<file path="src/rtl/core/asws_pkg.sv">
package asws_pkg;

    // Width of every scaled value (m/s^2, -19..19, two's complement)
    localparam int VAL_W = 6;

    // Width of the assembled sensor sample
    localparam int RAW_W = 12;

    // |raw| * 49 / 5120 == (|raw| * SCALE_RECIP) >> SCALE_SHIFT for |raw| <= 2048
    localparam int                SCALE_SHIFT = 24;
    localparam logic [17:0]       SCALE_RECIP = 18'd160564;

    typedef logic signed [VAL_W-1:0] val_t;

    // One result beat
    typedef struct packed {
        logic done;
        val_t high;
        val_t low;
        val_t avg;
        val_t scaled;
    } res_t;

endpackage

</file>
<file path="src/rtl/core/asws_scale.sv">
module asws_scale (
    input  logic                         aclk,
    input  logic                         step,
    input  logic [asws_pkg::RAW_W-1:0]   raw_i,
    output asws_pkg::val_t               v_o
);
    import asws_pkg::*;

    logic             neg;
    logic [RAW_W-1:0] mag;
    logic [29:0]      prod;
    logic [4:0]       quo;
    val_t             v_next;
    val_t             v_reg;

    // Sign-magnitude constant multiply, truncation toward zero
    always_comb begin
        neg    = raw_i[RAW_W-1];
        mag    = neg ? (~raw_i + 1'b1) : raw_i;
        prod   = 30'(mag) * 30'(SCALE_RECIP);
        quo    = prod[SCALE_SHIFT+4:SCALE_SHIFT];
        v_next = neg ? -$signed({1'b0, quo}) : $signed({1'b0, quo});
    end

    always_ff @(posedge aclk) begin
        if (step) begin
            v_reg <= v_next;
        end
    end

    assign v_o = v_reg;

endmodule

</file>
<file path="src/rtl/core/asws_stats.sv">
module asws_stats #(
    parameter int WINDOW_LEN = 20,
    parameter int AVG_LEN    = 5
) (
    input  logic            aclk,
    input  logic            aresetn,
    input  logic            step,
    input  asws_pkg::val_t  v_i,
    output asws_pkg::res_t  res_o
);
    import asws_pkg::*;

    localparam int SUM_W   = $clog2(19 * AVG_LEN + 1) + 1;
    localparam int MAG_W   = SUM_W - 1;
    localparam int SLOT_W  = (AVG_LEN > 1) ? $clog2(AVG_LEN) : 1;
    localparam int FILL_W  = $clog2(WINDOW_LEN);
    localparam int RECIP_K = 16;
    localparam logic [RECIP_K:0] RECIP = (RECIP_K+1)'(((1 << RECIP_K) + AVG_LEN - 1) / AVG_LEN);
    localparam int PROD_W  = MAG_W + RECIP_K + 1;

    val_t                    ring_reg [AVG_LEN];
    logic signed [SUM_W-1:0] sum_reg, sum_next, sum_base;
    logic [SLOT_W-1:0]       slot_reg, slot_next, slot_cur;
    logic [FILL_W-1:0]       fill_reg, fill_next;
    val_t                    low_reg, low_next;
    val_t                    high_reg, high_next;
    res_t                    res_reg, res_next;

    logic                    start;
    logic                    done;
    val_t                    old;
    logic [MAG_W-1:0]        mag;
    logic [PROD_W-1:0]       prod;
    logic [VAL_W-2:0]        quo;
    val_t                    avg;

    // Window bookkeeping, running sum and min/max
    always_comb begin
        start     = (fill_reg == '0);
        done      = (fill_reg == FILL_W'(WINDOW_LEN - 1));
        fill_next = done ? '0 : fill_reg + 1'b1;

        slot_cur  = start ? '0 : slot_reg;
        slot_next = (slot_cur == SLOT_W'(AVG_LEN - 1)) ? '0 : slot_cur + 1'b1;

        // entries not yet written in this window count as zero
        old       = (32'(fill_reg) < AVG_LEN) ? val_t'(0) : ring_reg[slot_cur];
        sum_base  = start ? '0 : sum_reg;
        sum_next  = sum_base - SUM_W'(old) + SUM_W'(v_i);

        // divide by AVG_LEN toward zero via reciprocal
        mag       = sum_next[SUM_W-1] ? MAG_W'(-sum_next) : MAG_W'(sum_next);
        prod      = PROD_W'(mag) * PROD_W'(RECIP);
        quo       = prod[RECIP_K+VAL_W-2:RECIP_K];
        avg       = sum_next[SUM_W-1] ? -$signed({1'b0, quo}) : $signed({1'b0, quo});

        low_next  = (start || v_i < low_reg)  ? v_i : low_reg;
        high_next = (start || v_i > high_reg) ? v_i : high_reg;

        res_next.scaled = v_i;
        res_next.avg    = avg;
        res_next.low    = low_next;
        res_next.high   = high_next;
        res_next.done   = done;
    end

    // Control state
    always_ff @(posedge aclk) begin
        if (!aresetn) begin
            fill_reg <= '0;
            slot_reg <= '0;
            sum_reg  <= '0;
            low_reg  <= val_t'(31);
            high_reg <= val_t'(-32);
        end else if (step) begin
            fill_reg <= fill_next;
            slot_reg <= slot_next;
            sum_reg  <= sum_next;
            low_reg  <= low_next;
            high_reg <= high_next;
        end
    end

    // Ring entries and result beat
    always_ff @(posedge aclk) begin
        if (step) begin
            ring_reg[slot_cur] <= v_i;
            res_reg            <= res_next;
        end
    end

    assign res_o = res_reg;

endmodule

</file>
<file path="src/rtl/core/accel_sample_window_stats_unit.sv">
// Accelerometer sample window statistics, one axis per instance.
// Input stream: each beat carries the axis's high and low data bytes; the
// 12-bit sample is {msb_byte, lsb_byte[7:4]}. Output stream: one beat per
// input beat with the value in m/s^2 (truncated toward zero), the moving
// average of the last AVG_LEN samples of the window, the window's running
// min and max, and a tuser flag on the WINDOW_LEN-th sample of a window.
// Path: an accepted beat moves from the input register to the scale
// register and then to the result register on the master side.
// Throughput: one beat per cycle while the sink keeps m_tready high;
// the per-beat state update (sum, slot, window count, min/max) closes
// in the single result stage.
// Each register stage has its own valid bit, so empty stages still take
// data while a finished result waits on m_tready; with all three stages
// full, s_tready drops until the sink takes a beat.
// Reset: synchronous, active low. It empties the pipe and starts a fresh
// window; no clearing pass is needed.
module accel_sample_window_stats_unit #(
    parameter int WINDOW_LEN = 20,
    parameter int AVG_LEN    = 5
) (
    input  logic        aclk,
    input  logic        aresetn,
    input  logic        s_tvalid,
    output logic        s_tready,
    input  logic [15:0] s_tdata,   // [7:0] msb_byte, [15:8] lsb_byte
    output logic        m_tvalid,
    input  logic        m_tready,
    output logic [23:0] m_tdata,   // [5:0] scaled_value, [11:6] moving_average,
                                   // [17:12] window_low, [23:18] window_high
    output logic        m_tuser    // [0] window_done
);
    import asws_pkg::*;

    logic             in_vld_reg, in_vld_next;
    logic             sc_vld_reg, sc_vld_next;
    logic             out_vld_reg, out_vld_next;
    logic [RAW_W-1:0] raw_reg;
    logic             step_sc, step_st, take_in;
    val_t             v;
    res_t             res;

    // Per-stage handshake: a stage advances when the next one is empty or moving
    always_comb begin
        step_st      = sc_vld_reg && (!out_vld_reg || m_tready);
        step_sc      = in_vld_reg && (!sc_vld_reg || step_st);
        s_tready     = !in_vld_reg || step_sc;
        take_in      = s_tvalid && s_tready;

        in_vld_next  = take_in ? 1'b1 : (step_sc ? 1'b0 : in_vld_reg);
        sc_vld_next  = step_sc ? 1'b1 : (step_st ? 1'b0 : sc_vld_reg);
        out_vld_next = step_st ? 1'b1 : (m_tready ? 1'b0 : out_vld_reg);
    end

    always_ff @(posedge aclk) begin
        if (!aresetn) begin
            in_vld_reg  <= 1'b0;
            sc_vld_reg  <= 1'b0;
            out_vld_reg <= 1'b0;
        end else begin
            in_vld_reg  <= in_vld_next;
            sc_vld_reg  <= sc_vld_next;
            out_vld_reg <= out_vld_next;
        end
    end

    // Input register: assemble the 12-bit sample
    always_ff @(posedge aclk) begin
        if (take_in) begin
            raw_reg <= {s_tdata[7:0], s_tdata[15:12]};
        end
    end

    asws_scale u_scale (
        .aclk  (aclk),
        .step  (step_sc),
        .raw_i (raw_reg),
        .v_o   (v)
    );

    asws_stats #(
        .WINDOW_LEN (WINDOW_LEN),
        .AVG_LEN    (AVG_LEN)
    ) u_stats (
        .aclk    (aclk),
        .aresetn (aresetn),
        .step    (step_st),
        .v_i     (v),
        .res_o   (res)
    );

    assign m_tvalid = out_vld_reg;
    assign m_tdata  = {res.high, res.low, res.avg, res.scaled};
    assign m_tuser  = res.done;

endmodule

</file>
<file path="config.mk">
export PLATFORM = sky130hd
export DESIGN_NAME = accel_sample_window_stats_unit
export DESIGN_NICKNAME = d
export VERILOG_FILES = /design/src/rtl/core/asws_pkg.sv /design/src/rtl/core/asws_scale.sv /design/src/rtl/core/asws_stats.sv /design/src/rtl/core/accel_sample_window_stats_unit.sv
export SDC_FILE = /design/constraint.sdc
export NUM_CORES = 1
export LEC_CHECK = 0
export ABC_AREA = 1
export BUFFER_PORTS_ARGS = -buffer_cell sky130_fd_sc_hd__buf_2
export CAP_MARGIN = 40
export CORE_AREA = 2 2 151 153
export CTS_BUF_LIST = sky130_fd_sc_hd__clkbuf_4 sky130_fd_sc_hd__clkbuf_8
export DETAILED_ROUTE_END_ITERATION = 10
export DIE_AREA = 0 0 153 155
export GPL_TIMING_DRIVEN = 0
export PLACE_DENSITY = 0.73
export SLEW_MARGIN = 10
export SYNTH_ARGS = -nofsm -noshare
export SYNTH_HDL_FRONTEND = slang
export SYNTH_SLANG_ARGS = --single-unit
</file>
<file path="constraint.sdc">
create_clock -name aclk -period 20.7 [get_ports aclk]
set_input_delay 1.035 -clock aclk [delete_from_list [all_inputs] [get_ports aclk]]
set_output_delay 1.035 -clock aclk [all_outputs]
set_load 0.005 [all_outputs]
</file>
==> summary.txt <==
Status
  – Status: finished clean

Clocking
  – Sinks on the clock net: 104
  – Root buf cell: sky130_fd_sc_hd__clkbuf_8
  – Hold Buf Count CTS: 0
  – Buffer levels on the longest clock path: 2
  – Number of post-CTS setup repair buffers: 0
  – Clock input transition at the sequential cells of the worst setup and hold paths: 0.11 ns
  – CTS buffer count: 9
  – Later-pin clock latency in the skew report: 0.39 ns
  – Number of gates resized after CTS: 0
  – Max H-tree Level: 3
  – Clock tree from TritonCTS: built

Drt
  – Final routed DRC violation total: 0
  – Total iterations of the first detailed-routing run: 5
  – Average detailed-routed wire length per instance: 13.8 um
  – Number of antenna-violating nets in the routed design: 0
  – Via count: 7134
  – Violation count after the first detailed-routing iteration: 288
  – Via-to-Cell Ratio: 4.97
  – Total Wirelength: 19900 um

STA
  – Period utilization: 42.6%
  – Final setup viols: 0
  – Final hold slack: roughly 0.47 ns
  – Setup WS post-layout: around 12 ns
  – Highest Clock Rate: 0.113 GHz
  – Sum Neg Setup Slack: 0 ns
  – Relative slew slack: 40.0%
  – Final hold violation count: 0
  – RSZ-0062 raised after global routing: false
  – Final setup skew: between 0.02 and 0.025 ns
  – Max Transition Viols Final: 0
  – Worst Max-Slew Pin Slew: about 0.9 ns
  – Shortest period the worst path allows: 8.82 ns

Synthesis
  – Fraction of synthesis flops using an asynchronous set or reset pin: 0%
  – Total number of yosys warnings: 0
  – Dominant synthesized flop cell: sky130_fd_sc_hd__edfxtp_1
  – Cell count after synthesis: 1091
  – Share of synthesized area occupied by flip-flops and latches: around 29%
  – Post-synth EDFFs: between 70 and 80
  – Post-synthesis cell area: 9730 um2
  – FF+latch count, synth: roughly 100
  – Syn_area_per_cell: around 9 um2
  – Library cells used by synthesis: 45
  – Net count after synthesis: roughly 1300

Placed design
  – Half-perimeter wire length of the detailed placement result: 16500 um
  – Final estimated routing congestion in global placement: 0.931
  – # port buffers: 42
  – Post-placement setup slack: 11.96 ns
  – Placed instance area: 10300 um2

Cells and area
  – Antenna fix cells: 0
  – Most common library cell in the layout ignoring fill and taps: sky130_fd_sc_hd__inv_1
  – Most frequent cells in the layout: sky130_fd_sc_hd__inv_1 (236), sky130_fd_sc_hd__nand2_1 (166), sky130_fd_sc_hd__ha_1 (156)
  – Synthesis-to-layout area growth: 8.05%
  – Share of layout cells above drive strength 1: 8.95%
  – Finished Cell Area: 10500 um2
  – Number of nets in the final layout: around 1400
  – Number of flip-flops under the largest register name: 30

Worst setup path
  – CP required: around 21 ns
  – Critical path's slowest cell: sky130_fd_sc_hd__fa_1
  – CP arrival: 8.97 ns
  – Most repeated library cell on the critical path: sky130_fd_sc_hd__nand2_1
  – Crit Path Max Fanout: 10
  – Highest cell delay on the worst timing path: 0.54 ns
  – Kind of capture point of the worst setup path: flop
  – Critical Path Source Type: flop
  – Startpoint-to-endpoint class of the critical path: flop to flop

Global route
  – Remaining global-route overflow: 0
  – Antenna violations before repair: 0
  – Global-route wire length before repair: between 30000 and 40000 um
  – Maximum number of pins on one net before global-route repair: 30
  – Via count of the first global-routing pass: 7244
  – GR Util All Layers: 17.4%

Floorplan
  – Core Region: 22200 um2
  – Number of rows in the core area: 55
  – Die span in x: 153 um
  – Die Ht: 155 um
  – Die area: 23700 um2
  – Initial cell density of the core: about 44%
  – IO Pins: 47

Min path
  – Tightest Hold Check Type: flop to flop

Run
  – Maximum Capacitance Violations: 0
==> stage by stage <==
step / std cells / util, %
4_1_cts: 1436 / 47.3
5_1_grt: 1436 / 47.3
2_1_floorplan: 1091 / -
3_5_place_dp: 1420 / 46.4
3_3_place_gp: 1418 / 46.3
6_report: 1436 / 47.3
==> path summary, 6_finish.rpt <==
path | start | end | slack (ns) | depth (start not counted)
min reg2reg | u_stats.low_reg[3] | u_stats.low_reg[3] | 0.47 | 2
max reg2reg | u_stats.fill_reg[0] | u_stats.res_o[10] | 11.88 | 46
max | u_stats.fill_reg[0] | u_stats.res_o[10] | 11.88 | 46
min | u_stats.low_reg[3] | u_stats.low_reg[3] | 0.47 | 2
==> logic make-up (layout without fill, tap and decap cells) <==
kind of cell | Yosys count | in the layout | synth area share [%]
compound gates | 157 | 157 | 9.13
xor+xnor | 28 | 28 | 2.60
fa+ha+maj | 228 | 228 | 34.9
buf+inv | 253 | 313 | 9.88
flops | 104 | 104 | 28.9
simple gates | 321 | 321 | 14.6
==> final cells by class <==
class                   instances  area, um2
repair buffers                 44        235
inverters                     238        893
multi-input cells             734       5950
fillers                      2091      11700
well taps                     285        357
clock inverters                 6       58.8
clock buffers                  10        131
plain buffers                  15       68.8
flip-flops and latches        104       2810
==> worst max-delay path, delay by kind of cell (launching register included) <==
| family | cells | cell delay [ns] |
|---|---|---|
| xor gates and xnor gates | 1 | 0.12 |
| buffers and inverters | 11 | 1.38 |
| AOI/OAI and AO/OA | 4 | 0.93 |
| adders and majority gates | 9 | 2.94 |
| and+or+nand+nor | 21 | 2.85 |
| DFF | 1 | 0.37 |
==> layer usage <==
metal | global-route usage, % | up-vias | share of wire [%]
met2 | 32.4 | 134 | 51
met5 | 0 | - | 0
met4 | 5.25 | 0 | 2.0
li1 | - | 3646 | -
met1 | 20.7 | 3325 | 44
met3 | 2.81 | 29 | 3.9
==> Yosys cell counts, drive strengths merged, types with 5 or more instances <==
cell type    n  area [um2]
inv        237         890
nand2      186         748
ha         156        1950
edfxtp      73        2190
fa          72        1440
a21oi       70         354
nor2        58         223
o21ai       50         250
nand3       39         225
dfxtp       31         621
nor3        16        80.1
xor2        16         148
xnor2       12         105
o211ai      11        82.6
clkbuf      10        37.5
nand4        7        43.8
nor4         6        37.5
buf          5        30.0
or2          5        31.3
Power is left out: the tool's default activity adds up to more than one toggle a clock period on the data nets, which glitch-free logic cannot reach.
